## config.mk

```make
export PLATFORM = sky130hd
export DESIGN_NAME = adjacency_matrix_dfs_engine_flat
export DESIGN_NICKNAME = d
export VERILOG_FILES = /design/src/design/adfs_pkg.sv /design/src/design/adfs_if.sv /design/src/design/adjacency_matrix_dfs_engine.sv /design/src/design/adfs_datapath.sv /design/src/design/adfs_ctrl.sv /design/src/flat_wrapper.sv
export SDC_FILE = /design/constraint.sdc
export NUM_CORES = 2
export LEC_CHECK = 0
export ABC_AREA = 1
export BUFFER_PORTS_ARGS = -buffer_cell sky130_fd_sc_hd__buf_2
export CAP_MARGIN = 10
export CELL_PAD_IN_SITES_DETAIL_PLACEMENT = 0
export CELL_PAD_IN_SITES_GLOBAL_PLACEMENT = 1
export CORE_UTILIZATION = 40
export CTS_CLUSTER_DIAMETER = 200
export DETAILED_ROUTE_END_ITERATION = 10
export GPL_TIMING_DRIVEN = 1
export PLACE_DENSITY = 0.73
export SETUP_SLACK_MARGIN = 0.02
export SLEW_MARGIN = 40
export SYNTH_ARGS = -nofsm -noshare
export SYNTH_HDL_FRONTEND = slang
export SYNTH_HIERARCHICAL = 1
export SYNTH_MEMORY_MAX_BITS = 65536
export SYNTH_SLANG_ARGS = --single-unit
```

## constraint.sdc

```tcl
create_clock -name clk -period 6.9 [get_ports clk]
set_input_delay 1.38 -clock clk [delete_from_list [all_inputs] [get_ports clk]]
set_output_delay 1.38 -clock clk [all_outputs]
set_load 0.03 [all_outputs]
```

## src/design/adfs_pkg.sv

```systemverilog
// Shared types and constants for the adjacency matrix depth-first search engine.
// No dependencies; every other design file imports this package.
`timescale 1ns / 1ps

package adfs_pkg;

    localparam int MODE_W   = 3;
    localparam int VTX_W    = 4;
    localparam int WGT_W    = 16;
    localparam int STATUS_W = 2;
    localparam int DEG_W    = 4;
    localparam int ETOT_W   = 7;
    localparam int VCNT_W   = 5;

    localparam logic [VCNT_W-1:0] VCNT_RESET = 5'd16;

    typedef enum logic [MODE_W-1:0] {
        MODE_INSERT = 3'd0,
        MODE_REMOVE = 3'd1,
        MODE_QUERY  = 3'd2,
        MODE_DEGREE = 3'd3,
        MODE_SEARCH = 3'd4
    } mode_t;

    typedef enum logic [STATUS_W-1:0] {
        ST_DONE      = 2'd0,
        ST_NO_CHANGE = 2'd1,
        ST_INVALID   = 2'd2
    } status_t;

    typedef enum logic [1:0] {
        ROW_A,
        ROW_B,
        ROW_TOP
    } row_sel_t;

    // Commands from the controller to the datapath
    typedef struct packed {
        logic     load_op;
        logic     rd_row;
        row_sel_t rd_sel;
        logic     rd_wt;
        logic     wr_wt;
        logic     wr_row;
        logic     wr_b;
        logic     wr_set;
        logic     cnt_inc;
        logic     cnt_dec;
        logic     srch_init;
        logic     push;
        logic     pop;
        logic     load_top;
        logic     emit;
        status_t  emit_status;
        logic     emit_wt;
        logic     emit_deg;
        logic     emit_vtx;
        logic     emit_last;
    } dp_cmd_t;

    // Status from the datapath to the controller
    typedef struct packed {
        logic [MODE_W-1:0] mode;
        logic              a_ok;
        logic              b_ok;
        logic              same;
        logic              w_zero;
        logic              present;
        logic              found;
        logic              depth_last;
        logic              depth_full;
        logic              out_free;
    } dp_stat_t;

endpackage

```

## src/design/adfs_if.sv

```systemverilog
// Handshake channels of the engine: request items, result items and the setup write.
// Depends on adfs_pkg for the field widths.
`timescale 1ns / 1ps

interface adfs_req_if import adfs_pkg::*; ();
    logic              valid;
    logic              ready;
    logic [MODE_W-1:0] mode;
    logic [VTX_W-1:0]  first_vertex;
    logic [VTX_W-1:0]  second_vertex;
    logic [WGT_W-1:0]  edge_weight;

    modport source (output valid, mode, first_vertex, second_vertex, edge_weight,
                    input ready);
    modport sink   (input valid, mode, first_vertex, second_vertex, edge_weight,
                    output ready);
endinterface

interface adfs_rsp_if import adfs_pkg::*; ();
    logic                valid;
    logic                ready;
    logic [STATUS_W-1:0] status;
    logic [WGT_W-1:0]    weight_read;
    logic [DEG_W-1:0]    degree_read;
    logic [ETOT_W-1:0]   edge_total;
    logic [VTX_W-1:0]    visited_vertex;
    logic                last_result;

    modport source (output valid, status, weight_read, degree_read, edge_total,
                    visited_vertex, last_result, input ready);
    modport sink   (input valid, status, weight_read, degree_read, edge_total,
                    visited_vertex, last_result, output ready);
endinterface

interface adfs_cfg_if import adfs_pkg::*; ();
    logic              valid;
    logic              ready;
    logic [VCNT_W-1:0] vertex_count;

    modport source (output valid, vertex_count, input ready);
    modport sink   (input valid, vertex_count, output ready);
endinterface

```

## src/design/adjacency_matrix_dfs_engine.sv

```systemverilog
// Edge ops: the result loads in the decode step (bad vertex or mode), the check step (query,
// degree, no change, self loop, zero weight) or the pair step (insert, remove), waiting while
// an untaken result is held; the next item is taken when the engine is back idle. Search: a
// vertex reached costs a row read and a scan, a step back a scan, a stack pop and a row read,
// set by the single row memory read port. Reset (async, active low) empties the graph at once
// via per-row valid flags, no clearing pass; vertex_count returns to 16, edge count to zero.
`timescale 1ns / 1ps

module adjacency_matrix_dfs_engine import adfs_pkg::*; #(
    parameter int MAX_VERTICES = 16,
    parameter int WEIGHT_BITS  = 16
) (
    input  logic   clk,
    input  logic   rst_n,
    adfs_req_if.sink   request,
    adfs_rsp_if.source response,
    adfs_cfg_if.sink   setup
);

    dp_cmd_t  cmd;
    dp_stat_t stat;
    logic     req_ready;

    assign request.ready = req_ready;
    assign setup.ready   = 1'b1;

    adfs_ctrl u_ctrl (
        .clk       (clk),
        .rst_n     (rst_n),
        .req_valid (request.valid),
        .req_ready (req_ready),
        .stat      (stat),
        .cmd       (cmd)
    );

    adfs_datapath #(
        .MAX_VERTICES (MAX_VERTICES),
        .WEIGHT_BITS  (WEIGHT_BITS)
    ) u_datapath (
        .clk                (clk),
        .rst_n              (rst_n),
        .cmd                (cmd),
        .stat               (stat),
        .req_mode           (request.mode),
        .req_first_vertex   (request.first_vertex),
        .req_second_vertex  (request.second_vertex),
        .req_edge_weight    (request.edge_weight),
        .cfg_valid          (setup.valid),
        .cfg_vertex_count   (setup.vertex_count),
        .rsp_valid          (response.valid),
        .rsp_ready          (response.ready),
        .rsp_status         (response.status),
        .rsp_weight_read    (response.weight_read),
        .rsp_degree_read    (response.degree_read),
        .rsp_edge_total     (response.edge_total),
        .rsp_visited_vertex (response.visited_vertex),
        .rsp_last_result    (response.last_result)
    );

    // A result is only loaded into a free or draining result register
    a_emit_free: assert property (@(posedge clk) disable iff (!rst_n)
        cmd.emit |-> stat.out_free)
        else $error("result loaded over an untaken result");

    // The stack never grows past one entry per vertex
    a_push_room: assert property (@(posedge clk) disable iff (!rst_n)
        cmd.push |-> !stat.depth_full)
        else $error("search stack overflow");

    // One item at a time: the engine leaves idle after taking an item
    a_one_item: assert property (@(posedge clk) disable iff (!rst_n)
        (request.valid && request.ready) |=> !request.ready)
        else $error("item taken while another is in progress");

    // Only search results come without the last mark, and they always report success
    a_mid_result: assert property (@(posedge clk) disable iff (!rst_n)
        (response.valid && !response.last_result) |-> (response.status == ST_DONE))
        else $error("intermediate result with a failure status");

endmodule

```

## src/design/adfs_datapath.sv

```systemverilog
// Datapath: adjacency row memory, weight memory, search stack, visited flags,
// edge counter and the result register. Depends on adfs_pkg.
`timescale 1ns / 1ps

module adfs_datapath import adfs_pkg::*; #(
    parameter int MAX_VERTICES = 16,
    parameter int WEIGHT_BITS  = 16
) (
    input  logic                clk,
    input  logic                rst_n,
    input  dp_cmd_t             cmd,
    output dp_stat_t            stat,
    input  logic [MODE_W-1:0]   req_mode,
    input  logic [VTX_W-1:0]    req_first_vertex,
    input  logic [VTX_W-1:0]    req_second_vertex,
    input  logic [WGT_W-1:0]    req_edge_weight,
    input  logic                cfg_valid,
    input  logic [VCNT_W-1:0]   cfg_vertex_count,
    output logic                rsp_valid,
    input  logic                rsp_ready,
    output logic [STATUS_W-1:0] rsp_status,
    output logic [WGT_W-1:0]    rsp_weight_read,
    output logic [DEG_W-1:0]    rsp_degree_read,
    output logic [ETOT_W-1:0]   rsp_edge_total,
    output logic [VTX_W-1:0]    rsp_visited_vertex,
    output logic                rsp_last_result
);

    localparam int VW = $clog2(MAX_VERTICES);
    localparam int DW = $clog2(MAX_VERTICES + 1);
    localparam int EW = $clog2(MAX_VERTICES * (MAX_VERTICES - 1) / 2 + 1);
    localparam int WA = 2 * VW;
    localparam int CW = $clog2(MAX_VERTICES + 1);

    // Operand registers
    logic [MODE_W-1:0]      mode_reg;
    logic [VTX_W-1:0]       a_reg;
    logic [VTX_W-1:0]       b_reg;
    logic [WEIGHT_BITS-1:0] w_reg;
    logic [VCNT_W-1:0]      vcount_reg;

    logic [VCNT_W-1:0]       active;
    logic [MAX_VERTICES-1:0] act_mask;
    logic [VW-1:0]           a_idx;
    logic [VW-1:0]           b_idx;

    // Adjacency rows, one bit per neighbour; a row never written reads empty
    logic [MAX_VERTICES-1:0] adj_mem [MAX_VERTICES];
    logic [MAX_VERTICES-1:0] row_ok_reg;
    logic [MAX_VERTICES-1:0] row_rd_reg;
    logic                    row_rd_ok_reg;
    logic [MAX_VERTICES-1:0] row;
    logic [VW-1:0]           rd_addr;
    logic [VW-1:0]           wr_addr;
    logic [MAX_VERTICES-1:0] bit_mask;
    logic [MAX_VERTICES-1:0] wr_data;

    // Weights, one entry per unordered vertex pair
    logic [WEIGHT_BITS-1:0] wt_mem [2**WA];
    logic [WEIGHT_BITS-1:0] wt_rd_reg;
    logic [WA-1:0]          wt_addr;

    // Search state
    logic [MAX_VERTICES-1:0] visited_reg;
    logic [VW-1:0]           stk_mem [MAX_VERTICES];
    logic [VW-1:0]           stk_rd_reg;
    logic [DW-1:0]           depth_reg;
    logic [VW-1:0]           top_reg;
    logic [VW-1:0]           pend_reg;
    logic [MAX_VERTICES-1:0] cand;
    logic                    found;
    logic [VW-1:0]           cand_idx;
    logic [VW-1:0]           stk_wr_addr;
    logic [VW-1:0]           stk_wr_data;

    logic [EW-1:0] edge_cnt_reg;
    logic [CW-1:0] degree;
    logic          out_free;

    // Result register
    logic                rsp_valid_reg;
    logic [STATUS_W-1:0] status_reg;
    logic [WGT_W-1:0]    wt_out_reg;
    logic [DEG_W-1:0]    deg_out_reg;
    logic [ETOT_W-1:0]   etot_reg;
    logic [VTX_W-1:0]    vtx_reg;
    logic                last_reg;

    always_ff @(posedge clk)
    begin
        if (cmd.load_op)
        begin
            mode_reg <= req_mode;
            a_reg    <= req_first_vertex;
            b_reg    <= req_second_vertex;
            w_reg    <= WEIGHT_BITS'(req_edge_weight);
        end
    end

    always_ff @(posedge clk or negedge rst_n)
    begin
        if (!rst_n)
            vcount_reg <= VCNT_RESET;
        else if (cfg_valid)
            vcount_reg <= cfg_vertex_count;
    end

    always_comb
    begin
        if (int'(vcount_reg) < MAX_VERTICES)
            active = vcount_reg;
        else
            active = VCNT_W'(MAX_VERTICES);
        for (int i = 0; i < MAX_VERTICES; i++)
            act_mask[i] = (i < int'(active));
    end

    assign a_idx = VW'(a_reg);
    assign b_idx = VW'(b_reg);

    always_comb
    begin
        case (cmd.rd_sel)
            ROW_A:   rd_addr = a_idx;
            ROW_B:   rd_addr = b_idx;
            ROW_TOP: rd_addr = top_reg;
            default: rd_addr = a_idx;
        endcase
    end

    assign row      = row_rd_ok_reg ? row_rd_reg : '0;
    assign wr_addr  = cmd.wr_b ? b_idx : a_idx;
    assign bit_mask = {{(MAX_VERTICES-1){1'b0}}, 1'b1} << (cmd.wr_b ? a_idx : b_idx);
    assign wr_data  = cmd.wr_set ? (row | bit_mask) : (row & ~bit_mask);

    always_ff @(posedge clk)
    begin
        if (cmd.wr_row)
            adj_mem[wr_addr] <= wr_data;
        if (cmd.rd_row)
            row_rd_reg <= adj_mem[rd_addr];
    end

    always_ff @(posedge clk or negedge rst_n)
    begin
        if (!rst_n)
        begin
            row_ok_reg    <= '0;
            row_rd_ok_reg <= 1'b0;
        end
        else
        begin
            if (cmd.rd_row)
                row_rd_ok_reg <= row_ok_reg[rd_addr];
            if (cmd.wr_row)
                row_ok_reg[wr_addr] <= 1'b1;
        end
    end

    // Smaller index first, so both orientations share one entry
    assign wt_addr = (a_idx < b_idx) ? {a_idx, b_idx} : {b_idx, a_idx};

    always_ff @(posedge clk)
    begin
        if (cmd.wr_wt)
            wt_mem[wt_addr] <= w_reg;
        if (cmd.rd_wt)
            wt_rd_reg <= wt_mem[wt_addr];
    end

    always_comb
    begin
        degree = '0;
        for (int i = 0; i < MAX_VERTICES; i++)
            degree = degree + CW'(row[i]);
    end

    // Lowest unvisited neighbour within the active vertex range
    assign cand = row & ~visited_reg & act_mask;

    always_comb
    begin
        found    = 1'b0;
        cand_idx = '0;
        for (int i = MAX_VERTICES - 1; i >= 0; i--)
        begin
            if (cand[i])
            begin
                found    = 1'b1;
                cand_idx = VW'(i);
            end
        end
    end

    assign stk_wr_addr = cmd.srch_init ? '0 : VW'(depth_reg);
    assign stk_wr_data = cmd.srch_init ? a_idx : cand_idx;

    always_ff @(posedge clk)
    begin
        if (cmd.srch_init || cmd.push)
            stk_mem[stk_wr_addr] <= stk_wr_data;
        if (cmd.pop)
            stk_rd_reg <= stk_mem[VW'(depth_reg - DW'(2))];
        if (cmd.srch_init)
        begin
            top_reg  <= a_idx;
            pend_reg <= a_idx;
        end
        else if (cmd.push)
        begin
            top_reg  <= cand_idx;
            pend_reg <= cand_idx;
        end
        else if (cmd.load_top)
            top_reg <= stk_rd_reg;
    end

    always_ff @(posedge clk or negedge rst_n)
    begin
        if (!rst_n)
        begin
            visited_reg  <= '0;
            depth_reg    <= '0;
            edge_cnt_reg <= '0;
        end
        else
        begin
            if (cmd.srch_init)
            begin
                visited_reg <= {{(MAX_VERTICES-1){1'b0}}, 1'b1} << a_idx;
                depth_reg   <= DW'(1);
            end
            else if (cmd.push)
            begin
                visited_reg[cand_idx] <= 1'b1;
                depth_reg             <= depth_reg + DW'(1);
            end
            else if (cmd.pop)
                depth_reg <= depth_reg - DW'(1);

            if (cmd.cnt_inc)
                edge_cnt_reg <= edge_cnt_reg + EW'(1);
            else if (cmd.cnt_dec)
                edge_cnt_reg <= edge_cnt_reg - EW'(1);
        end
    end

    assign out_free = !rsp_valid_reg || rsp_ready;

    always_ff @(posedge clk or negedge rst_n)
    begin
        if (!rst_n)
            rsp_valid_reg <= 1'b0;
        else if (cmd.emit)
            rsp_valid_reg <= 1'b1;
        else if (rsp_ready)
            rsp_valid_reg <= 1'b0;
    end

    always_ff @(posedge clk)
    begin
        if (cmd.emit)
        begin
            status_reg  <= cmd.emit_status;
            wt_out_reg  <= cmd.emit_wt ? WGT_W'(wt_rd_reg) : '0;
            deg_out_reg <= cmd.emit_deg ? DEG_W'(degree) : '0;
            etot_reg    <= ETOT_W'(edge_cnt_reg);
            vtx_reg     <= cmd.emit_vtx ? VTX_W'(pend_reg) : '0;
            last_reg    <= cmd.emit_last;
        end
    end

    assign rsp_valid          = rsp_valid_reg;
    assign rsp_status         = status_reg;
    assign rsp_weight_read    = wt_out_reg;
    assign rsp_degree_read    = deg_out_reg;
    assign rsp_edge_total     = etot_reg;
    assign rsp_visited_vertex = vtx_reg;
    assign rsp_last_result    = last_reg;

    always_comb
    begin
        stat.mode       = mode_reg;
        stat.a_ok       = VCNT_W'(a_reg) < active;
        stat.b_ok       = VCNT_W'(b_reg) < active;
        stat.same       = (a_reg == b_reg);
        stat.w_zero     = (w_reg == '0);
        stat.present    = row[b_idx];
        stat.found      = found;
        stat.depth_last = (depth_reg == DW'(1));
        stat.depth_full = (depth_reg == DW'(MAX_VERTICES));
        stat.out_free   = out_free;
    end

endmodule

```

## src/design/adfs_ctrl.sv

```systemverilog
// Controller: sequences each request item through decode, memory access,
// update and result steps, and walks the depth-first search. Depends on adfs_pkg.
`timescale 1ns / 1ps

module adfs_ctrl import adfs_pkg::*; (
    input  logic     clk,
    input  logic     rst_n,
    input  logic     req_valid,
    output logic     req_ready,
    input  dp_stat_t stat,
    output dp_cmd_t  cmd
);

    typedef enum logic [2:0] {
        S_IDLE,
        S_DECODE,
        S_CHECK,
        S_PAIR,
        S_SCAN_RD,
        S_SCAN,
        S_POP,
        S_FINAL
    } state_t;

    state_t state_reg;
    state_t state_next;
    logic   bad_op;

    always_comb
    begin
        unique case (stat.mode) inside
            MODE_INSERT, MODE_REMOVE, MODE_QUERY: bad_op = !(stat.a_ok && stat.b_ok);
            MODE_DEGREE, MODE_SEARCH:             bad_op = !stat.a_ok;
            default:                              bad_op = 1'b1;
        endcase
    end

    always_comb
    begin
        cmd        = '0;
        state_next = state_reg;
        req_ready  = 1'b0;
        unique case (state_reg)
            S_IDLE:
            begin
                req_ready = 1'b1;
                if (req_valid)
                begin
                    cmd.load_op = 1'b1;
                    state_next  = S_DECODE;
                end
            end
            S_DECODE:
            begin
                if (bad_op)
                begin
                    if (stat.out_free)
                    begin
                        cmd.emit        = 1'b1;
                        cmd.emit_status = ST_INVALID;
                        cmd.emit_last   = 1'b1;
                        state_next      = S_IDLE;
                    end
                end
                else if (stat.mode == MODE_SEARCH)
                begin
                    cmd.srch_init = 1'b1;
                    state_next    = S_SCAN_RD;
                end
                else
                begin
                    cmd.rd_row = 1'b1;
                    cmd.rd_sel = ROW_A;
                    cmd.rd_wt  = 1'b1;
                    state_next = S_CHECK;
                end
            end
            S_CHECK:
            begin
                unique case (stat.mode)
                    MODE_INSERT:
                    begin
                        if (stat.same || stat.w_zero || stat.present)
                        begin
                            if (stat.out_free)
                            begin
                                cmd.emit        = 1'b1;
                                cmd.emit_status = (stat.same || stat.w_zero) ?
                                                  ST_INVALID : ST_NO_CHANGE;
                                cmd.emit_last   = 1'b1;
                                state_next      = S_IDLE;
                            end
                        end
                        else
                        begin
                            cmd.wr_wt   = 1'b1;
                            cmd.wr_row  = 1'b1;
                            cmd.wr_set  = 1'b1;
                            cmd.cnt_inc = 1'b1;
                            cmd.rd_row  = 1'b1;
                            cmd.rd_sel  = ROW_B;
                            state_next  = S_PAIR;
                        end
                    end
                    MODE_REMOVE:
                    begin
                        if (!stat.present)
                        begin
                            if (stat.out_free)
                            begin
                                cmd.emit        = 1'b1;
                                cmd.emit_status = ST_NO_CHANGE;
                                cmd.emit_last   = 1'b1;
                                state_next      = S_IDLE;
                            end
                        end
                        else
                        begin
                            cmd.wr_row  = 1'b1;
                            cmd.cnt_dec = 1'b1;
                            cmd.rd_row  = 1'b1;
                            cmd.rd_sel  = ROW_B;
                            state_next  = S_PAIR;
                        end
                    end
                    MODE_QUERY:
                    begin
                        if (stat.out_free)
                        begin
                            cmd.emit        = 1'b1;
                            cmd.emit_status = stat.present ? ST_DONE : ST_NO_CHANGE;
                            cmd.emit_wt     = stat.present;
                            cmd.emit_last   = 1'b1;
                            state_next      = S_IDLE;
                        end
                    end
                    default:
                    begin
                        if (stat.out_free)
                        begin
                            cmd.emit        = 1'b1;
                            cmd.emit_status = ST_DONE;
                            cmd.emit_deg    = 1'b1;
                            cmd.emit_last   = 1'b1;
                            state_next      = S_IDLE;
                        end
                    end
                endcase
            end
            S_PAIR:
            begin
                // Mirror the change into the second endpoint's row
                if (stat.out_free)
                begin
                    cmd.wr_row      = 1'b1;
                    cmd.wr_b        = 1'b1;
                    cmd.wr_set      = (stat.mode == MODE_INSERT);
                    cmd.emit        = 1'b1;
                    cmd.emit_status = ST_DONE;
                    cmd.emit_last   = 1'b1;
                    state_next      = S_IDLE;
                end
            end
            S_SCAN_RD:
            begin
                cmd.rd_row = 1'b1;
                cmd.rd_sel = ROW_TOP;
                state_next = S_SCAN;
            end
            S_SCAN:
            begin
                if (stat.found && !stat.depth_full)
                begin
                    // Release the held vertex; the new one is held until the next step
                    if (stat.out_free)
                    begin
                        cmd.emit        = 1'b1;
                        cmd.emit_status = ST_DONE;
                        cmd.emit_vtx    = 1'b1;
                        cmd.push        = 1'b1;
                        state_next      = S_SCAN_RD;
                    end
                end
                else if (stat.depth_last)
                    state_next = S_FINAL;
                else
                begin
                    cmd.pop    = 1'b1;
                    state_next = S_POP;
                end
            end
            S_POP:
            begin
                cmd.load_top = 1'b1;
                state_next   = S_SCAN_RD;
            end
            S_FINAL:
            begin
                if (stat.out_free)
                begin
                    cmd.emit        = 1'b1;
                    cmd.emit_status = ST_DONE;
                    cmd.emit_vtx    = 1'b1;
                    cmd.emit_last   = 1'b1;
                    state_next      = S_IDLE;
                end
            end
            default:
                state_next = S_IDLE;
        endcase
    end

    always_ff @(posedge clk or negedge rst_n)
    begin
        if (!rst_n)
            state_reg <= S_IDLE;
        else
            state_reg <= state_next;
    end

endmodule
```

## src/flat_wrapper.sv

```systemverilog
// flat-port wrapper written by rule: the top's interface ports become plain ports
module adjacency_matrix_dfs_engine_flat import adfs_pkg::*;
#(
    parameter int MAX_VERTICES = 16,
    parameter int WEIGHT_BITS  = 16
)
  (clk, rst_n, request_valid, request_mode, request_first_vertex, request_second_vertex, request_edge_weight, request_ready, response_valid, response_status, response_weight_read, response_degree_read, response_edge_total, response_visited_vertex, response_last_result, response_ready, setup_valid, setup_vertex_count, setup_ready);
  adfs_req_if request_i ();
  adfs_rsp_if response_i ();
  adfs_cfg_if setup_i ();
  input  logic clk;
  input  logic rst_n;
  input wire logic [$bits(request_i.valid)-1:0] request_valid;
  input wire logic [$bits(request_i.mode)-1:0] request_mode;
  input wire logic [$bits(request_i.first_vertex)-1:0] request_first_vertex;
  input wire logic [$bits(request_i.second_vertex)-1:0] request_second_vertex;
  input wire logic [$bits(request_i.edge_weight)-1:0] request_edge_weight;
  output wire logic [$bits(request_i.ready)-1:0] request_ready;
  output wire logic [$bits(response_i.valid)-1:0] response_valid;
  output wire logic [$bits(response_i.status)-1:0] response_status;
  output wire logic [$bits(response_i.weight_read)-1:0] response_weight_read;
  output wire logic [$bits(response_i.degree_read)-1:0] response_degree_read;
  output wire logic [$bits(response_i.edge_total)-1:0] response_edge_total;
  output wire logic [$bits(response_i.visited_vertex)-1:0] response_visited_vertex;
  output wire logic [$bits(response_i.last_result)-1:0] response_last_result;
  input wire logic [$bits(response_i.ready)-1:0] response_ready;
  input wire logic [$bits(setup_i.valid)-1:0] setup_valid;
  input wire logic [$bits(setup_i.vertex_count)-1:0] setup_vertex_count;
  output wire logic [$bits(setup_i.ready)-1:0] setup_ready;
  assign request_i.valid = request_valid;
  assign request_i.mode = request_mode;
  assign request_i.first_vertex = request_first_vertex;
  assign request_i.second_vertex = request_second_vertex;
  assign request_i.edge_weight = request_edge_weight;
  assign request_ready = request_i.ready;
  assign response_valid = response_i.valid;
  assign response_status = response_i.status;
  assign response_weight_read = response_i.weight_read;
  assign response_degree_read = response_i.degree_read;
  assign response_edge_total = response_i.edge_total;
  assign response_visited_vertex = response_i.visited_vertex;
  assign response_last_result = response_i.last_result;
  assign response_i.ready = response_ready;
  assign setup_i.valid = setup_valid;
  assign setup_i.vertex_count = setup_vertex_count;
  assign setup_ready = setup_i.ready;
  adjacency_matrix_dfs_engine #(.MAX_VERTICES(MAX_VERTICES), .WEIGHT_BITS(WEIGHT_BITS)) u_core (.clk(clk), .rst_n(rst_n), .request(request_i), .response(response_i), .setup(setup_i));
endmodule
```

=== After elaboration in Yosys (flattened, before gate mapping) ===
Memories as Yosys holds them, arrays and structs flattened. A register that Yosys moved wholly into a read port is not among the register bits.
Cells that the tools add are included.
Widths: inputs -> output; s select.

* $add $sub $neg: 20
* $lt $le $gt $ge: 26
* Equality and inequality tests: 18
* Shifts and indexed selects: 2
* Multiplexer cells: 135
* Bitwise gates (word level): 8
* Reduce and logical (&&, ||, !) cells: 24

{| class="wikitable"
|+ Operator list
! kind !! count
|-
| $mux 4 || 28
|-
| $mux 16 || 4
|-
| $mux 3 || 19
|-
| $mux 1 || 52
|-
| $add 4x1->4 || 12
|-
| $and 16x16->16 || 3
|-
| $or 16x16->16 || 3
|-
| $lt 4x5->1 const A || 8
|-
| $not 16->16 || 2
|-
| $shl 1x4->16 const A || 2
|-
| $pmux 3 s7 || 1
|-
| $lt 3x5->1 const A || 4
|-
| $lt 4x5->1 const B || 4
|-
| $mux 5 || 4
|-
| $pmux 3 s3 || 2
|-
| $logic_not 16->1 || 1
|-
| $eq 3x3->1 const B || 5
|-
| $mux 2 || 7
|-
| $mux 7 || 2
|-
| $eq 3x2->1 const B || 4
|-
| $pmux 1 s2 || 6
|-
| $pmux 3 s2 || 2
|-
| $pmux 3 s4 || 1
|-
| $lt 1x5->1 const A || 2
|-
| 35 further kinds || 55
|}

* Bits in registers: 123
* RAM bits: 4416
* Input port bits: 37
* Output and inout port bits: 37
* Logic and storage cells: 256
* Memories: 3

{| class="wikitable"
|+ Memories
! name !! words !! width !! read ports !! clocked after Yosys merged registers in !! write ports !! RTL line !! RTL
|-
| u_core.u_datapath.wt_mem || 256 || 16 || 1 || 1 || 1 || adfs_datapath.sv:59 || <nowiki>logic [WEIGHT_BITS-1:0] wt_mem [2**WA];</nowiki>
|-
| u_core.u_datapath.adj_mem || 16 || 16 || 1 || 1 || 1 || adfs_datapath.sv:48 || <nowiki>logic [MAX_VERTICES-1:0] adj_mem [MAX_VERTICES];</nowiki>
|-
| u_core.u_datapath.stk_mem || 16 || 4 || 1 || 1 || 1 || adfs_datapath.sv:65 || <nowiki>logic [VW-1:0] stk_mem [MAX_VERTICES];</nowiki>
|}

=== Longest topological paths before layout ===
* Depth in word-level cells: 27
* Mapped depth: 24

=== Cells and area by module ===
The synthesis kept the hierarchy.

{| class="wikitable"
|+ Modules (own cells, without submodules)
! module !! times used !! cells each !! area each (um2) !! seq. area each (um2)
|-
| adfs_datapath || 1 || 11036 || 173714.1 || 137037.7
|-
| adfs_ctrl || 1 || 112 || 585.6 || 75.1
|-
| adjacency_matrix_dfs_engine || 1 || 2 || 11.3 || 0.0
|}

=== Least setup slack after synthesis ===
No wires, ideal clock.

* Path kind: register to register
* Start: reg u_core.u_datapath.w_reg[1]
* End: mem u_core.u_datapath.wt_mem[180][0] (enable)
* Setup time: 0.409 ns
* Arrival time: 6.058 ns
* Setup slack: 0.433 ns
* Cell stages (with the launch flop): 14
* Clock period less this slack: 6.467 ns
* Path through: edfxtp_1 > nor4_1 > nand2_1 > nor2_1 > inv_1 > nand3_1 > inv_1 > nand3_2 > inv_1 > buf_4 > clkbuf_1 > nand3_1 > clkbuf_1 > nor3_1

{| class="wikitable"
|+ RTL lines
! item !! RTL line !! RTL
|-
| start, declared || adfs_datapath.sv:39 || <nowiki>logic [WEIGHT_BITS-1:0] w_reg;</nowiki>
|-
| start signal, assigned || adfs_datapath.sv:96 || <nowiki>w_reg <= WEIGHT_BITS'(req_edge_weight);</nowiki>
|-
| end, declared || adfs_datapath.sv:59 ||
|}

=== Final worst setup path ===
* Start: reg u_core.u_datapath.b_reg[1] (netlist: u_core/u_datapath/b_idx[1])
* End: reg u_core.u_datapath.wt_rd_reg[9] (read register of u_core.u_datapath.wt_mem), data pin

* Cells in the longest elaborated chain, start to end: 6

{| class="wikitable"
|+ RTL lines
! item !! RTL line !! RTL
|-
| start, declared || adfs_datapath.sv:38 || <nowiki>logic [VTX_W-1:0] b_reg;</nowiki>
|-
| start signal, assigned || adfs_datapath.sv:95 || <nowiki>b_reg <= req_second_vertex;</nowiki>
|-
| $lt 4x5->1 || adfs_datapath.sv:285 || <nowiki>stat.b_ok = VCNT_W'(b_reg) < active;</nowiki>
|-
| $logic_and 1x1->1 || adfs_ctrl.sv:32 || <nowiki>MODE_INSERT, MODE_REMOVE, MODE_QUERY: bad_op = !(stat.a_ok && stat.b_ok);</nowiki>
|-
| $logic_not 1->1 || adfs_ctrl.sv:32 ||
|-
| $pmux 1 s2 || adfs_ctrl.sv:31 || <nowiki>unique case (stat.mode) inside</nowiki>
|-
| $mux 4 || adfs_ctrl.sv:55 || <nowiki>if (bad_op)</nowiki>
|-
| $mux 1 || adfs_ctrl.sv:43 || <nowiki>unique case (state_reg)</nowiki>
|-
| end, declared || adfs_datapath.sv:60 || <nowiki>logic [WEIGHT_BITS-1:0] wt_rd_reg;</nowiki>
|}

Several ways; a longest one is shown, not always the timed one.
A chain may end at the register's enable or synchronous reset.

==> results list <==
* Number of flip-flops in the largest register: 4,096
- Buffer cell driving the clock tree root: sky130_fd_sc_hd__clkbuf_16
- Of the available clock period, the critical path in the final layout requires 88.95%.
- Total DRC errors in the routed layout: 0
- Measured slew at the worst slew-check pin: 0.9654 ns
* Number of enable-type register cells in the synthesized netlist: 4,521
- The flow ran to the end, and the final reports show no timing, DRC or antenna violations.
* Sort of element at the start of the critical path: register
- Once the floorplan was initialized, standard cells occupied 40.15% of the core.
- Combinational family with the most area after synthesis: compound AO/OA/AOI/OAI gates
- In the final layout, flip-flops and latches occupy 0.1371 mm^2.
- Data on the critical path arrives at its endpoint at 7.01 ns.
- In this run, placement finished with an instance count of 16,870.
- Synth Warn #: 6
* Clk buf depth: 4
- For this design the static power due to leakage is 0.06482 uW.
- Total Die Area: 0.4384 mm^2
* Vertical extent of the die: 662.1 um
- Ys async rst share: 1.180%
- The most used flip-flop cell after synthesis is sky130_fd_sc_hd__edfxtp_1.
- Synth Area in Simple Gates: 5.328%
- Adding up every negative setup slack in the final design gives 0 ns.
- Along the worst path, the maximum fanout reaches 22.
* Crit end category: register
- Of the cells placed in the final design, the portion with a size suffix greater than 1 is 12.65%.
- Dividing the detail-routed via count by the number of cells gives 6.044.
- Relative to the synthesized area, the layout overhead comes to 14.19%.
- Sequential cells were found to cover 78.66% of the synthesized design area.
- Synthesis handed over a netlist of 11,150 instances.
* Slowest cell on crit path: sky130_fd_sc_hd__a41oi_1
- Static timing analysis puts the maximum clock frequency at 162.9 MHz.
- The cell area that synthesis handed to floorplanning was 0.1743 mm^2.
* PwrDens: 408.0 mW/mm^2
* Initial detailed-routing violation count: 15,710
- Number of fillers in the final layout: 36,950
* Synth top area share: 77.88%
* Worst setup path startpoint: u_core/u_datapath/b_idx[1]
- For the finished layout, the period the worst path requires is 6.138 ns.
- The netlist uses 58 different library cells.
* All-layer global routing usage: 23.29%
- The library cells used most frequently in the layout, excluding fill and tap cells, are sky130_fd_sc_hd__edfxtp_1, sky130_fd_sc_hd__a22oi_1, sky130_fd_sc_hd__nand2_1, sky130_fd_sc_hd__a21oi_1, sky130_fd_sc_hd__nor2_1.
- Maximum number of pins on one net before global-route repair: 189
* Synth Area in XOR/XNOR: 0.03015%
- Clock tree synthesis inserted a total of 450 buffers.
- Vias after detailed routing: 107,100
- Reg-to-reg slack, setup: 0.76 ns
- Summing the areas of all compound-gate instances in the mapped netlist gives 13.01% of the synthesized area.
- Global routing finished with a remaining overflow of 0.
- Port buffering added 72 buffers.
* Post-cts repair resize count: 0
* RePlAce Congestion: 0.8946
* Buffers inserted by post-CTS timing repair: 0
- In this run, post-CTS hold repair placed 0 buffers.
* Kind of cell with the highest combined delay on the critical path: compound AO/OA/AOI/OAI gates
* Final Hold Violating Endpoints: 0
* Worst hold path class: primary input to async pin
- After Yosys synthesis, full adders, half adders and majority gates account for 0.3488% of the synthesized area.
- Top cells by area, synth: sky130_fd_sc_hd__edfxtp_1, sky130_fd_sc_hd__a22oi_1, sky130_fd_sc_hd__a21oi_1
- Unrepaired setup endpoints after global routing: false
- In this run the critical register-to-register path is captured at u_core/u_datapath/wt_rd_reg[9].
* Final cell count without fillers: 17,720
- At the later pin of the worst-skew pair, clock insertion delay measures 1.01 ns.
* Cell taking the most area after synthesis: sky130_fd_sc_hd__edfxtp_1
- The synthesized design contains 4,575 register bits.
- Counting every net in the synthesized netlist gives 11,230.
* CTS tree: done
- Setup violations remaining at the end of the flow were counted as 0.
* Wire length of the first global-routing pass: 744,500 um
- Worst clock skew: 0.07163 ns
- Leading cell type in the layout, fill and taps excluded: sky130_fd_sc_hd__edfxtp_1
* Standard-cell row count: 242
- Number of H-tree branching levels: 5
- Multiplexer area fraction after synthesis: 0.1838%
- Multi-input gate area: 0.03346 mm^2
- Critical setup path kind: register to register
- Max Transition Viols Final: 0
- For this design the top-level I/O count stands at 74.
* Register name with the most flops: u_core/u_datapath/wt_mem
- Each instance of the synthesized netlist takes up on average 15.63 um^2.
- Measured in cells, the most critical reg-to-reg path has a length of 17.
- Drt first pass iters: 9
- Worst reg2reg path startpoint: u_core/u_datapath/b_idx[1]
- Die W: 662.1 um
- On the worst path, the slowest cell contributes a delay of 0.92 ns.
- The largest registers in the layout are u_core/u_datapath/wt_mem (4096), u_core/u_datapath/adj_mem (256), u_core/u_datapath/stk_mem (64).
- Post-DRT Antenna Nets: 0
* Number of global-route vias before repair: 102,700
* Half-perimeter wire length after detailed placement: 314,400 um
- Peak VDD IR: 0.0003288 V
- In the final routed layout, each cell accounts on average for 29.77 um.
- In the final design database the tool counted 11,680 nets.
- The initial antenna violation count is 31.
* Area of the core region: 0.4342 mm^2
* Headroom to the max-slew limit: 35.21%
- Clock-pin slew was measured on the worst setup and hold paths at 0.06 ns.
* Data required time of the worst path: 7.77 ns
- Max-cap violations in this run came to 0.
* Wire length after detailed routing: 527,700 um
- CP Cell Sequence: inv_2, ha_1, inv_1, o21bai_1, nand2_1, nand2_4, o21ai_1, inv_1, nor2_1, inv_1, nor2_1, clkinv_1, a41oi_1, nor2_1, nand2_1, nor2_1, nand2_1
- Sink Count: 4,575
* Library cell appearing most often on the critical path: sky130_fd_sc_hd__nor2_1
- The number of buffers and inverters on the critical path is 5.
cell type report:
type	count	area share, %
Clock buffer	554	5.886
Tap cell	5734	3.604
Multi-Input combinational cell	5656	16.81
Sequential cell	4575	68.89
Timing Repair Buffer	700	3.106
Clock inverter	282	1.275
Inverter	216	0.4231
Antenna cell	7	0.008801
synth_stat cells (4+ instances only):
cell type,n
sky130_fd_sc_hd__clkbuf_1,243
sky130_fd_sc_hd__clkinv_1,4
sky130_fd_sc_hd__a22oi_1,2050
sky130_fd_sc_hd__buf_6,35
sky130_fd_sc_hd__nand2_1,985
sky130_fd_sc_hd__or2_2,36
sky130_fd_sc_hd__nor2_2,15
sky130_fd_sc_hd__xnor2_1,4
sky130_fd_sc_hd__or2_1,142
sky130_fd_sc_hd__ha_1,31
sky130_fd_sc_hd__o211ai_1,27
sky130_fd_sc_hd__nor3_1,100
sky130_fd_sc_hd__nor4_1,8
sky130_fd_sc_hd__dfrtp_1,53
sky130_fd_sc_hd__inv_2,20
sky130_fd_sc_hd__buf_4,27
sky130_fd_sc_hd__nor2_1,707
sky130_fd_sc_hd__o21bai_1,6
sky130_fd_sc_hd__o221ai_1,36
sky130_fd_sc_hd__a221o_1,4
sky130_fd_sc_hd__a41oi_1,19
sky130_fd_sc_hd__nand3_1,103
sky130_fd_sc_hd__o21ai_1,44
sky130_fd_sc_hd__mux2i_1,32
sky130_fd_sc_hd__o21a_1,4
sky130_fd_sc_hd__o21ai_0,253
sky130_fd_sc_hd__nand4_1,42
sky130_fd_sc_hd__a21oi_1,827
sky130_fd_sc_hd__o31ai_1,42
sky130_fd_sc_hd__buf_2,346
sky130_fd_sc_hd__buf_1,52
sky130_fd_sc_hd__edfxtp_1,4521
sky130_fd_sc_hd__inv_1,192
sky130_fd_sc_hd__o32ai_1,25
sky130_fd_sc_hd__or2_0,42
sky130_fd_sc_hd__o22ai_1,27
sky130_fd_sc_hd__fa_1,11
metal layers:
metal | track usage, % | part of all wire [%] | vias up
met3 | 4.887 | 11 | 972
met5 | 0 | 0.036 | -
met2 | 36.79 | 46 | 6854
met1 | 31.92 | 38 | 54570
li1 | - | - | 44690
met4 | 8.450 | 4.0 | 26
kinds of logic after synthesis:
family / count (synthesis)
other: 1
flip-flops: 4575
adder cells (fa/ha/maj): 42
buffers and inverters: 919
multiplexers: 32
AND/OR/NAND/NOR: 2193
AO/OA/AOI/OAI: 3382
XOR/XNOR: 6
per-stage QoR:
| stage | util [%] | instance area [um^2] | power (uW) | hold WS [ns] | worst slack, ns |
|---|---|---|---|---|---|
| detailed placement | 42.48 | 184500 | 57510 | 0.4481 | 1.331 |
| floorplan | - | 174300 | 47730 | 0.4274 | 0.4331 |
| CTS | 45.77 | 198700 | 81030 | 0.4614 | 1.325 |
| global placement | 42.40 | 184100 | 57010 | 0.4438 | 0.8345 |
| global route | 45.84 | 199000 | 83880 | 0.4678 | 0.7843 |
| finish | 45.84 | 199000 | 81200 | 0.4354 | 0.7624 |
worst max path at each step:
stage | end | slack, ns | cells after the start
finish | u_core/u_datapath/wt_rd_reg[9] | 0.76 | 17
global route | u_core/u_datapath/wt_rd_reg[9] | 0.78 | 17
CTS | u_core/u_datapath/wt_rd_reg[6] | 1.33 | 20
detailed placement | u_core/u_datapath/wt_rd_reg[6] | 1.33 | 20
global placement | u_core/u_datapath/wt_rd_reg[12] | 0.83 | 17
floorplan | u_core/u_datapath/wt_mem[180][0] | 0.43 | 13
where the power goes:
group	internal (uW)	leakage, uW	switching [uW]
sequential	32400	0.0413	346
combinational	6800	0.0165	17800
clock	13400	0.00694	10500
total	52600	0.0648	28600
Power figures use the tool's default switching activity.
